--- config.mk ---
export PLATFORM = sky130hd
export DESIGN_NAME = kmc_queue
export DESIGN_NICKNAME = d
export VERILOG_FILES = /design/src/sv/kmc_pkg.sv /design/src/sv/kmc_queue.sv
export SDC_FILE = /design/constraint.sdc
export NUM_CORES = 1
export LEC_CHECK = 0
export BUFFER_PORTS_ARGS = -buffer_cell sky130_fd_sc_hd__buf_2
export CORE_MARGIN = 2
export CORE_UTILIZATION = 44
export CTS_CLUSTER_SIZE = 24
export DETAILED_ROUTE_END_ITERATION = 10
export PLACE_DENSITY = 0.71
export SYNTH_ARGS = -nofsm -noshare
export SYNTH_HDL_FRONTEND = slang
export SYNTH_SLANG_ARGS = --single-unit
--- constraint.sdc ---
create_clock -name clk -period 1.15 [get_ports clk]
set_clock_uncertainty 0.1 [all_clocks]
set_input_delay 0.23 -clock clk [delete_from_list [all_inputs] [get_ports clk]]
set_output_delay 0.23 -clock clk [all_outputs]
set_load 0.05 [all_outputs]
--- src/sv/kmc_pkg.sv ---
package kmc_pkg;

  // Default grid limits; the top level takes them as parameter defaults.
  localparam int DEF_MAX_CELL_ROWS = 32;
  localparam int DEF_MAX_CELL_COLS = 32;

  // Fixed field and port widths.
  localparam int CFG_W        = 6;
  localparam int CFG_IDX_W    = 2;
  localparam int IN_TDATA_W   = 32;
  localparam int OUT_TDATA_W  = 8;
  localparam int QUEUE_DEPTH  = 2;
  localparam int CARVE_LEN    = 3;

  localparam logic [CFG_W-1:0] DIM_RESET = 6'd31;

  // Configuration register indexes.
  localparam logic [CFG_IDX_W-1:0] CFG_ROWS = 2'd0;
  localparam logic [CFG_IDX_W-1:0] CFG_COLS = 2'd1;

  // Request codes on the input channel.
  localparam logic [1:0] REQ_INIT = 2'd0;
  localparam logic [1:0] REQ_EDGE = 2'd1;
  localparam logic [1:0] REQ_READ = 2'd2;

  // Result status codes.
  localparam logic [1:0] ST_OK       = 2'd0;
  localparam logic [1:0] ST_EDGE_OUT = 2'd1;
  localparam logic [1:0] ST_READ_OUT = 2'd2;

  // Work kinds handed from the front end to the back end.
  localparam logic [1:0] KIND_INIT = 2'd0;
  localparam logic [1:0] KIND_EDGE = 2'd1;
  localparam logic [1:0] KIND_READ = 2'd2;
  localparam logic [1:0] KIND_DONE = 2'd3;

  typedef struct packed {
    logic [1:0] kind;
    logic [1:0] status;
    logic       vert;
  } kmc_cmd_t;

  typedef struct packed {
    logic       accepted;
    logic       cell_value;
    logic [1:0] status;
  } kmc_res_t;

  // A zero dimension counts as one and anything above the limit as the limit.
  function automatic logic [CFG_W-1:0] clamp_dim(input logic [CFG_W-1:0] v,
                                                 input int unsigned maxv);
    int unsigned vi;
    vi = 32'(v);
    if (vi == 0) return 6'd1;
    else if (vi > maxv) return CFG_W'(maxv);
    else return v;
  endfunction

endpackage

--- src/sv/kmc_queue.sv ---
module kmc_queue
  import kmc_pkg::*;
#(
  parameter int WIDTH = 8
) (
  input  logic             clk,
  input  logic             rst_n,
  input  logic             push,
  input  logic [WIDTH-1:0] din,
  output logic             ready,
  input  logic             pop,
  output logic [WIDTH-1:0] dout,
  output logic             valid
);

  localparam int PTR_W = (QUEUE_DEPTH > 1) ? $clog2(QUEUE_DEPTH) : 1;
  localparam int CNT_W = $clog2(QUEUE_DEPTH + 1);

  logic [WIDTH-1:0] ent_r [QUEUE_DEPTH];
  logic [PTR_W-1:0] wr_ptr_r, wr_ptr_nxt;
  logic [PTR_W-1:0] rd_ptr_r, rd_ptr_nxt;
  logic [CNT_W-1:0] cnt_r, cnt_nxt;

  assign ready = (cnt_r != CNT_W'(QUEUE_DEPTH));
  assign valid = (cnt_r != '0);
  assign dout  = ent_r[rd_ptr_r];

  // Pointer and fill count update.
  always_comb begin
    wr_ptr_nxt = wr_ptr_r;
    rd_ptr_nxt = rd_ptr_r;
    cnt_nxt    = cnt_r;
    if (push) begin
      wr_ptr_nxt = (wr_ptr_r == PTR_W'(QUEUE_DEPTH - 1)) ? '0 : wr_ptr_r + 1'b1;
    end
    if (pop) begin
      rd_ptr_nxt = (rd_ptr_r == PTR_W'(QUEUE_DEPTH - 1)) ? '0 : rd_ptr_r + 1'b1;
    end
    if (push && !pop) begin
      cnt_nxt = cnt_r + 1'b1;
    end else if (pop && !push) begin
      cnt_nxt = cnt_r - 1'b1;
    end
  end

  always_ff @(posedge clk) begin
    if (!rst_n) begin
      wr_ptr_r <= '0;
      rd_ptr_r <= '0;
      cnt_r    <= '0;
    end else begin
      wr_ptr_r <= wr_ptr_nxt;
      rd_ptr_r <= rd_ptr_nxt;
      cnt_r    <= cnt_nxt;
    end
  end

  // Entry storage.
  always_ff @(posedge clk) begin
    if (push) begin
      ent_r[wr_ptr_r] <= din;
    end
  end

endmodule

# After elaboration in Yosys (flattened, before gate mapping)
# Memory sizes are Yosys's and may differ from the RTL's. A register that Yosys moved wholly into a read port is not among the register bits.
# Cells that the tools add are included.
[word_totals]
ff_bits = 4
latch_bits = 0
ram_bits = 16
romBits = 0
output_inout_bits = 10
word_cells = 23
mem_count = 1
[memory_table]
columns = ["memory", "depth", "word_bits", "read_ports", "rd_ports_with_merged_regs", "wr", "line_no", "text"]
rows = [
  ["ent_r", 2, 8, 1, 1, 1, "kmc_queue.sv:19", "logic [WIDTH-1:0] ent_r [QUEUE_DEPTH];"],
]
[op_classes]
addsub = 4
n_mul = 0
div = 0
order_cmp = 0
eq_ne = 1
shift = 0
muxes = 8
bitwise_logic = 0
n_reduce_logical = 6
[ops]
columns = ["op", "n"]
rows = [
  ["$mux 1", 6],
  ["$mux 2", 2],
  ["$reduce_bool 2->1", 2],
  ["$add 1x1->1 const B", 2],
  ["$add 2x1->2 const B", 1],
  ["$logic_and 1x1->1", 2],
  ["$logic_not 1->1", 2],
  ["$ne 2x2->1 const B", 1],
  ["$sub 2x1->2 const B", 1],
]

# Logic depth before layout (Yosys ltp)
[depth]
ltp_word = 4
mapped_depth = 5
ltp_nobuf = 5

# Worst setup path after synthesis
# Ideal clock, no wire load.
[synth_path]
path_kind = "reg2out"
start = "register (tool-made name)"
end = "output dout[0]"
arrival_time_ns = 0.992
slack_ns = -0.172
path_stages_with_launch = 3
n_path_buf = 1
cell_sequence = "dfxtp_1 > buf_2 > mux2_1"
[synth_rtl]
columns = ["element", "line_no", "text"]
rows = [
  ["to (decl)", "kmc_queue.sv:12", "output logic [WIDTH-1:0] dout,"],
]

==> results.json <==
{
  "cts_made_buffers": 3,
  "synth.avg_cell_area_um2": 16.9,
  "nNetsFinal": 98,
  "max-clock-path-buffers": 2,
  "pin_count": 22,
  "grt_max_degree": 12,
  "row_count": 15,
  "via_per_inst": 4.40,
  "ys_types": 16,
  "gp_congestion": 0.648,
  "ctsHtreeMaxLevel": 1,
  "synth_top_cell_by_area": "edfxtp_1",
  "synth_edf_count": 16,
  "yosysMostFrequentCell": "edfxtp_1",
  "ir_worst_vdd_mv": 0.930,
  "endpoint_kind": "output pin",
  "rsz0062_at_grt": "yes",
  "dp_hpwl_um": 825,
  "syn_to_final_growth_pct": 50.4,
  "vias": 480,
  "period_minus_slack_ns": 1.56,
  "leakage_uw": 0.000496,
  "pwr_density_cell_nw_per_um2": 1440,
  "grt_pass1_wl_um": 1690,
  "drc": 0,
  "diodes": 0,
  "initial_core_util": 0.465,
  "whs_ns": 0.0221,
  "synth_area_leaders": "edfxtp_1 60%, dfxtp_1 13%, mux2_1 11%",
  "syn_inst": 47,
  "fin_crit_sh": 1.35,
  "yosys_register_bits": 21,
  "dp.cells": 97,
  "cp.required_ns": 0.82,
  "die_h_um": 46.5,
  "overflow": 0,
  "netlist.area_leader.share": 0.605,
  "slew_viol_final": 0,
  "synth_commonest_cells": "16 x edfxtp_1, 8 x mux2_1, 5 x dfxtp_1",
  "setup.worst_path.class": "reg -> out",
  "async_flop_share": 0,
  "antenna_found_initial": 0,
  "hold_class": "in -> reg",
  "final_util": 0.700,
  "dieArea_um2": 2160,
  "worstPathArrival_ns": 1.23,
  "cts_tree": "yes",
  "multiInputGateArea_um2": 259,
  "violations": "setup timing",
  "port-buffer-count": 21,
  "cts_root_buf": "clkbuf_4",
  "core_area_um2": 1710,
  "hold_violations": 0,
  "crit_path_start_kind": "register",
  "grt_usage": 0.123,
  "finalWirelength_um": 1290,
  "first_pass_iters": 4,
  "layout.cells.non_filler": 109,
  "fp.dieW_um": 46.5,
  "syn_area_um2": 795,
  "max_cap_viol_count": 0,
  "path_max_fanout": 8,
  "post_drt_wl_per_cell_um": 11.8,
  "clkLatencyLatePin_ns": 0.29,
  "cts_sinks": 21,
  "timing.slew.headroom": 0.860,
  "ff_latch_area_um2": 589,
  "ys_seq_area_frac": 0.731,
  "initialDrtViolationCount": 2,
  "ant_nets": 0,
  "status": "finished with violations",
  "drive_above_1_share": 0.560,
  "yosys_warnings": 0,
  "grt_pass1_vias": 408,
  "tightest_slew_ns": 0.211,
  "finalWorstSetupSlack_ns": -0.405,
  "syn-num-nets": 60,
  "synth_top_flop_cell": "edfxtp_1",
  "fmax_mhz": 643,
  "path_clk_slew_ns": 0.11,
  "finalSetupViolations": 11,
  "n_fill_cell": 132
}
-- where the power goes --
group          switching [uW]  internal (uW)  leakage, uW
Combinational             242            234     0.000288
Sequential               33.6            871     0.000193
Clock                     204            135    0.0000150
-- state kept, by name, indices dropped and copies added (netlist names), named ones only --
register	count
ent_r	16
cnt_r	2
rd_ptr_r	1
wr_ptr_r	1
-- layer usage --
metal  vias up  share of wire  GRT usage
li1        244              -          -
met1       222           0.38      0.120
met2        12           0.55      0.203
met3         2          0.055     0.0588
met4         0         0.0078     0.0857
met5         -              0          0
-- cells in the final DEF, fill, tap and decap left out, drive strengths merged --
cell / instances
dlygate4sd3: 5
nand2b: 1
a21boi: 1
or2: 1
mux2: 8
or3: 1
o21a: 1
nor2b: 2
xnor2: 1
and2: 4
buf: 29
ha: 1
dfxtp: 5
clkbuf: 4
xor2: 2
edfxtp: 16
inv: 1
o21ai: 1
-- stage by stage --
| step | area, um2 | setup slack [ns] | TNS [ns] | total power (uW) |
|---|---|---|---|---|
| 5_1_grt | 1190 | -0.454 | -4.16 | 1800 |
| 6_report | 1190 | -0.405 | -3.63 | 1720 |
| 3_3_place_gp | 1010 | -0.190 | -1.98 | 1280 |
| 3_5_place_dp | 1010 | -0.198 | -2.13 | 1280 |
| 4_1_cts | 1120 | -0.419 | -3.70 | 1690 |
| 2_1_floorplan | 847 | -0.00175 | -0.0140 | 1200 |
-- worst max-delay path: stages (launching register included) --
cell	delay, ns
dfxtp_4	0.45
mux2_4	0.32
buf_6	0.15
-- logic make-up after synthesis --
| group | Yosys count | share of synthesized area |
|---|---|---|
| AOI/OAI and AO/OA | 3 | 0.0252 |
| xor gates and xnor gates | 3 | 0.0331 |
| adders and majority gates | 1 | 0.0157 |
| buffers and inverters | 2 | 0.0110 |
| DFF | 21 | 0.731 |
| muxes | 8 | 0.113 |
| and+or+nand+nor | 9 | 0.0709 |
-- cell type report --
class | count | share of cell area
flip-flops and latches | 21 | 0.493
well taps | 25 | 0.0262
repair buffers | 34 | 0.239
inverters | 1 | 0.00314
multi-input cells | 24 | 0.217
clock buffers | 4 | 0.0220
-- worst paths after layout --
kind	to	slack (ns)	depth (start not counted)	start
min reg2reg	register	0.48	2	rd_ptr_r
max reg2reg	cnt_r[1]	-0.08	4	cnt_r[0]
max	dout[2]	-0.41	2	register
min	ent_r[0][4]	0.02	1	din[4]
-- what timing repair did --
action / CTS / global route
setup buffers: 1 / 2
hold buffers: 0 / 5
hold endpoints to repair: 0 / 9
pin swaps: 1 / 0
gates resized for setup: 25 / 3
setup endpoints to repair: 18 / 11
Note: power is estimated with default switching activity, not from simulation.
