File: config.mk
export PLATFORM = sky130hd
export DESIGN_NAME = kmc_front
export DESIGN_NICKNAME = d
export VERILOG_FILES = /design/src/sv/kmc_pkg.sv /design/src/sv/kmc_front.sv
export SDC_FILE = /design/constraint.sdc
export NUM_CORES = 1
export LEC_CHECK = 0
export BUFFER_PORTS_ARGS = -buffer_cell sky130_fd_sc_hd__buf_2
export CORE_ASPECT_RATIO = 1.2
export CORE_MARGIN = 4
export CORE_UTILIZATION = 45
export DETAILED_ROUTE_END_ITERATION = 10
export GPL_TIMING_DRIVEN = 0
export PLACE_DENSITY = 0.78
export SLEW_MARGIN = 20
export SYNTH_ARGS = -nofsm -noshare
export SYNTH_HDL_FRONTEND = slang
export SYNTH_SLANG_ARGS = --single-unit
File: constraint.sdc
create_clock -name vclk -period 4
set_clock_uncertainty 0.2 [all_clocks]
set_input_delay 0.2 -clock vclk [all_inputs]
set_output_delay 0.2 -clock vclk [all_outputs]
set_load 0.02 [all_outputs]
File: src/sv/kmc_pkg.sv
package kmc_pkg;

  // Default grid limits; the top level takes them as parameter defaults.
  localparam int DEF_MAX_CELL_ROWS = 32;
  localparam int DEF_MAX_CELL_COLS = 32;

  // Fixed field and port widths.
  localparam int CFG_W        = 6;
  localparam int CFG_IDX_W    = 2;
  localparam int IN_TDATA_W   = 32;
  localparam int OUT_TDATA_W  = 8;
  localparam int QUEUE_DEPTH  = 2;
  localparam int CARVE_LEN    = 3;

  localparam logic [CFG_W-1:0] DIM_RESET = 6'd31;

  // Configuration register indexes.
  localparam logic [CFG_IDX_W-1:0] CFG_ROWS = 2'd0;
  localparam logic [CFG_IDX_W-1:0] CFG_COLS = 2'd1;

  // Request codes on the input channel.
  localparam logic [1:0] REQ_INIT = 2'd0;
  localparam logic [1:0] REQ_EDGE = 2'd1;
  localparam logic [1:0] REQ_READ = 2'd2;

  // Result status codes.
  localparam logic [1:0] ST_OK       = 2'd0;
  localparam logic [1:0] ST_EDGE_OUT = 2'd1;
  localparam logic [1:0] ST_READ_OUT = 2'd2;

  // Work kinds handed from the front end to the back end.
  localparam logic [1:0] KIND_INIT = 2'd0;
  localparam logic [1:0] KIND_EDGE = 2'd1;
  localparam logic [1:0] KIND_READ = 2'd2;
  localparam logic [1:0] KIND_DONE = 2'd3;

  typedef struct packed {
    logic [1:0] kind;
    logic [1:0] status;
    logic       vert;
  } kmc_cmd_t;

  typedef struct packed {
    logic       accepted;
    logic       cell_value;
    logic [1:0] status;
  } kmc_res_t;

  // A zero dimension counts as one and anything above the limit as the limit.
  function automatic logic [CFG_W-1:0] clamp_dim(input logic [CFG_W-1:0] v,
                                                 input int unsigned maxv);
    int unsigned vi;
    vi = 32'(v);
    if (vi == 0) return 6'd1;
    else if (vi > maxv) return CFG_W'(maxv);
    else return v;
  endfunction

endpackage

File: src/sv/kmc_front.sv
module kmc_front
  import kmc_pkg::*;
#(
  parameter int MAX_CELL_ROWS = DEF_MAX_CELL_ROWS,
  parameter int MAX_CELL_COLS = DEF_MAX_CELL_COLS,
  localparam int CELL_N  = MAX_CELL_ROWS * MAX_CELL_COLS,
  localparam int MAZE_W  = 2 * MAX_CELL_COLS + 1,
  localparam int MAZE_N  = MAZE_W * (2 * MAX_CELL_ROWS + 1),
  localparam int CIDX_W  = (CELL_N > 1) ? $clog2(CELL_N) : 1,
  localparam int MADDR_W = $clog2(MAZE_N)
) (
  input  logic [1:0]         req_type,
  input  logic [4:0]         cell_row,
  input  logic [4:0]         cell_col,
  input  logic               orientation,
  input  logic [6:0]         grid_y,
  input  logic [6:0]         grid_x,
  input  logic [CFG_W-1:0]   rows,
  input  logic [CFG_W-1:0]   cols,
  output kmc_cmd_t           cmd,
  output logic [CIDX_W-1:0]  cell_a,
  output logic [CIDX_W-1:0]  cell_b,
  output logic [MADDR_W-1:0] maze_addr
);

  logic [5:0]  nbr_row;
  logic [5:0]  nbr_col;
  logic        edge_bad;
  logic        read_bad;
  logic [6:0]  maze_row;
  logic [6:0]  maze_col;
  logic [31:0] a_full;
  logic [31:0] b_full;
  logic [31:0] m_full;

  // Bounds checks for edge offers and maze reads.
  assign nbr_row  = {1'b0, cell_row} + 6'(orientation);
  assign nbr_col  = {1'b0, cell_col} + 6'(!orientation);
  assign edge_bad = ({1'b0, cell_row} >= rows) || ({1'b0, cell_col} >= cols) ||
                    (nbr_row >= rows) || (nbr_col >= cols);
  assign read_bad = ({1'b0, grid_y} >= {1'b0, rows, 1'b1}) ||
                    ({1'b0, grid_x} >= {1'b0, cols, 1'b1});

  // Cell label addresses of the two cells of an edge.
  assign a_full = 32'(cell_row) * 32'(MAX_CELL_COLS) + 32'(cell_col);
  assign b_full = a_full + (orientation ? 32'(MAX_CELL_COLS) : 32'd1);
  assign cell_a = a_full[CIDX_W-1:0];
  assign cell_b = b_full[CIDX_W-1:0];

  // Maze address: the first carved bit for an edge, the read bit otherwise.
  assign maze_row  = (req_type == REQ_EDGE) ? {1'b0, cell_row, 1'b1} : grid_y;
  assign maze_col  = (req_type == REQ_EDGE) ? {1'b0, cell_col, 1'b1} : grid_x;
  assign m_full    = 32'(maze_row) * 32'(MAZE_W) + 32'(maze_col);
  assign maze_addr = m_full[MADDR_W-1:0];

  // Classify the request; anything that needs no store access is finished here.
  always_comb begin
    cmd.vert = orientation;
    unique case (req_type)
      REQ_INIT: begin
        cmd.kind   = KIND_INIT;
        cmd.status = ST_OK;
      end
      REQ_EDGE: begin
        cmd.kind   = edge_bad ? KIND_DONE : KIND_EDGE;
        cmd.status = edge_bad ? ST_EDGE_OUT : ST_OK;
      end
      REQ_READ: begin
        cmd.kind   = read_bad ? KIND_DONE : KIND_READ;
        cmd.status = read_bad ? ST_READ_OUT : ST_OK;
      end
      default: begin
        cmd.kind   = KIND_DONE;
        cmd.status = ST_OK;
      end
    endcase
  end

endmodule

## Yosys cells after proc, flatten, opt, wreduce, memory -nomap -nowiden

Index checks and enable logic that the tools add are counted.
W data, S select, Z words.

- Output and inout port bits: 38
- Logic and storage cells: 28
- Flip-flop bits (word level): 0

- Magnitude comparators: 6
- Muxes and demuxes: 8
- Multipliers: 1
- $add $sub $neg: 5
- Equal/unequal tests: 2
- Reduce and logical (&&, ||, !) cells: 6

Operators by type and width:

| operator | number |
|---|---|
| $ge A7 B7 Y1 | 2 |
| $mux W7 | 2 |
| $add A13 B7 Y13 | 1 |
| $mul A7 B7 Y13 const B | 1 |
| $add A5 B1 Y6 | 2 |
| $ge A5 B6 Y1 | 2 |
| $ge A6 B6 Y1 | 2 |
| $pmux W4 S3 | 1 |
| $add A10 B5 Y10 | 1 |
| $add A10 B6 Y10 | 1 |
| $mux W6 | 1 |
| $logic_or A1 B1 Y1 | 4 |
| $mux W2 | 2 |
| $eq A2 B1 Y1 const B | 1 |
| $eq A2 B2 Y1 const B | 1 |
| $logic_not A2 Y1 | 1 |
| $mux W1 | 2 |
| $logic_not A1 Y1 | 1 |

## Longest topological paths before layout

- Word-level depth: 6
- Gate-level depth with buffers: 13

## Worst setup path before layout

No wires, ideal clock.

- Kind: in2out
- Start point: input port req_type[1]
- End point: output port maze_addr[10]
- Path slack: 0.793 ns
- Arrival: 2.807 ns
- Stages: 12
- Cell sequence: nand2b_4 > buf_12 > buf_6 > and2_1 > ha_1 > ha_1 > ha_1 > ha_1 > o21ai_0 > o21ai_0 > nand3_1 > xnor2_1

- Cells in the longest elaborated chain, start to end: 4

Ends and longest elaborated chain:

| what | RTL line | source |
|---|---|---|
| from (decl) | kmc_front.sv:12 | `input logic [1:0] req_type,` |
| $eq A2 B1 Y1 (*) | kmc_front.sv:51, kmc_front.sv:52 |  |
| $mux W7 | kmc_front.sv:51 | `assign maze_row = (req_type == REQ_EDGE) ? {1'b0, cell_row, 1'b1} : grid_y;` |
| $mul A7 B7 Y13 | kmc_front.sv:53 | `assign m_full = 32'(maze_row) * 32'(MAZE_W) + 32'(maze_col);` |
| $add A13 B7 Y13 (*) | kmc_front.sv:53 |  |
| to (decl) | kmc_front.sv:23 | `output logic [MADDR_W-1:0] maze_addr` |

Every way passes the cells marked *; elsewhere a longest branch is shown, timed or not.

## Final worst setup path

- Start point: input port req_type[1]
- End point: output port maze_addr[12]

The elaborated chain is that of the path after synthesis.

==> impl_results.md <==
* Post-synth net total at around 330
* Maximum clock rate at around 270 MHz
* Vias per Instance at about 5.2
* Max Cap Viol at 0
* Arr. time, crit path at ~3.3 ns
* Syn Area/Cell at 8.143 um^2
* Initial Util at a little under half
* Most frequent cells in the layout: buf_2 (77), ha_1 (59), inv_1 (23)
* Global-route wire length before repair at about 7700 um
* Core area at between 4000 and 5000 um^2
* Crit. End Element: output port
* Fin. max-slew vios at 0
* Antenna diodes at 0
* WS Path Type: in -> out
* Final setup viols at 0
* Synthesis-to-layout area growth at 23.77%
* Final wirelength at about 4800 um
* Die height at approximately 80 um
* Pwr Total at around 0.00042 W
* Post-cts sizing count at 0
* Multi-input logic area at 1694 um^2
* Hold Startpoint: cell_row[3]
* Drt first pass iters at 4
* Commonest non-fill, non-tap cell in the layout: buf_2
* FP Rows at 25
* Io pins at 77
* FF+latch count at 0
* Min Tclk post-route at 3.660 ns
* Vias in the first global route at roughly 1.8k
* DR vias at 1913
* Fin cells at between 300 and 400
* Pre-CTS WS at roughly 0.34 ns
* Post-CTS Setup Inserts at 0
* Hold Vio Cnt, Final at 0
* Fin worst setup slack at around 0.34 ns
* Final nets at roughly 410
* IO buf count at 77
* Max VDD drop at about 160 uV
* Share of cells above drive strength 1 at 32.48%
* Slew headroom at 69.21%
* CP Launch Type: input port
* Sequential fraction of the synthesis area at 0%
* Pin count of the biggest net entering global routing at 11
* RSZ-0062 raised after global routing: no
* Total track usage at between 10% and 20%
* Fin Setup TNS at 0 ns
* WHS Path Cells at 3
* Initial antenna violation count at 0
* Cell count after synthesis at ~230
* Status: finished clean
* Worst-Margin Slew at ~0.46 ns
* Pwr Density at approximately 180 nW/um^2
* Die Footprint at about 5300 um^2
* Clock buffer count at 0
* Hold EP: cell_a[8]
* Cells after DPL at approximately 370
* First DRT Iteration DRCs at 49
* Global route overflow at 0
* Distinct cells, synth at 46
* DRC violations left at 0
* Syn. warnings at 0
* FF/Latch Area at 0 um^2
* Hpwl dp at about 4400 um
* Lkg Pwr at 1.330 nW
* DR WL/cell at between 10 and 15 um
* Cts hold-fix bufs at 0
* RD Place Congestion at between 0.8 and 0.9
* Antenna viol nets, final at 0
* Die extent in x at approximately 67 um
* Total of fill cells in the finished design at around 420
* Crit path required time at roughly 3.6 ns
* Synth Cell Area at roughly 1900 um^2
* Ratio of final minimum period to clock period at just over 90%
* Worst-path fanout max at 10
* Worst min path class: in -> out
[layer usage]
layer,part of all wire [%],GRT usage [%]
met1,43,22.88
met2,49,31.27
met3,6.1,1.132
met4,2.3,4.260
met5,0,0
[synth_stat cells (2+ instances only)]
library cell | number | share of area [%]
nand4_1 | 5 | 1.6
inv_1 | 23 | 4.5
o21ai_0 | 7 | 1.8
and4_1 | 2 | 0.92
xnor2_1 | 15 | 6.9
a21oi_1 | 13 | 3.4
nor2_1 | 5 | 0.99
buf_4 | 11 | 4.3
o21bai_1 | 2 | 0.79
nand2b_1 | 8 | 2.6
xor2_1 | 6 | 2.8
o31ai_1 | 2 | 0.79
mux2_1 | 2 | 1.2
nand3_1 | 8 | 2.1
a41oi_1 | 3 | 1.4
o22a_1 | 2 | 0.92
fa_1 | 2 | 2.1
mux2_4 | 2 | 1.6
and3_1 | 3 | 0.99
mux2i_1 | 2 | 1.1
nor3_1 | 3 | 0.79
clkbuf_1 | 3 | 0.59
nand2_1 | 19 | 3.7
a211oi_1 | 4 | 1.6
mux2_2 | 3 | 1.8
ha_1 | 59 | 39
[power by group]
part | internal (W) | switching (W)
registers | 0 | 0
logic | 0.000173 | 0.000251
clock network | 0 | 0
[worst max-delay path by stage]
stage,endpoint,startpoint,depth (start not counted)
after floorplan,maze_addr[10],req_type[1],12
after global placement,maze_addr[12],req_type[1],14
after detailed placement,maze_addr[12],req_type[1],14
after CTS,maze_addr[12],req_type[1],14
after global routing,maze_addr[12],req_type[1],14
final,maze_addr[12],req_type[1],14
[stage by stage]
stage | cell area (um^2) | utilization (%) | hold slack, ns
after floorplan | 1906 | - | 0.2766
after global placement | 2359 | 58.91 | 0.5490
after detailed placement | 2359 | 58.91 | 0.5523
after CTS | 2359 | 58.91 | 0.5523
after global routing | 2359 | 58.91 | 0.5616
final | 2359 | 58.91 | 0.5462
[cell type report]
type                            count  share of cell area, %
Tap cell                           54                  2.865
Buffer                             16                  5.305
Timing Repair Buffer               77                  16.34
Inverter                           23                  3.660
Multi-Input combinational cell    195                  71.83
[critical path, stage by stage]
cell	delay (ns)
buf_2	0.14
nand2b_4	0.16
buf_12	0.14
buf_6	0.14
o21ai_0	0.38
ha_1	0.32
ha_1	0.18
ha_1	0.20
fa_1	0.43
a211oi_1	0.29
o21ai_0	0.19
a41o_1	0.27
o21ai_2	0.05
buf_2	0.17
[cells by family after synthesis]
family	Yosys count	share of synthesized area (%)
simple gates	58	16.28
compound gates	46	16.55
xor+xnor	21	9.652
mux	9	5.581
buf+inv	39	11.10
fa+ha+maj	61	40.84
No activity file was read; power rests on OpenSTA's default activity.
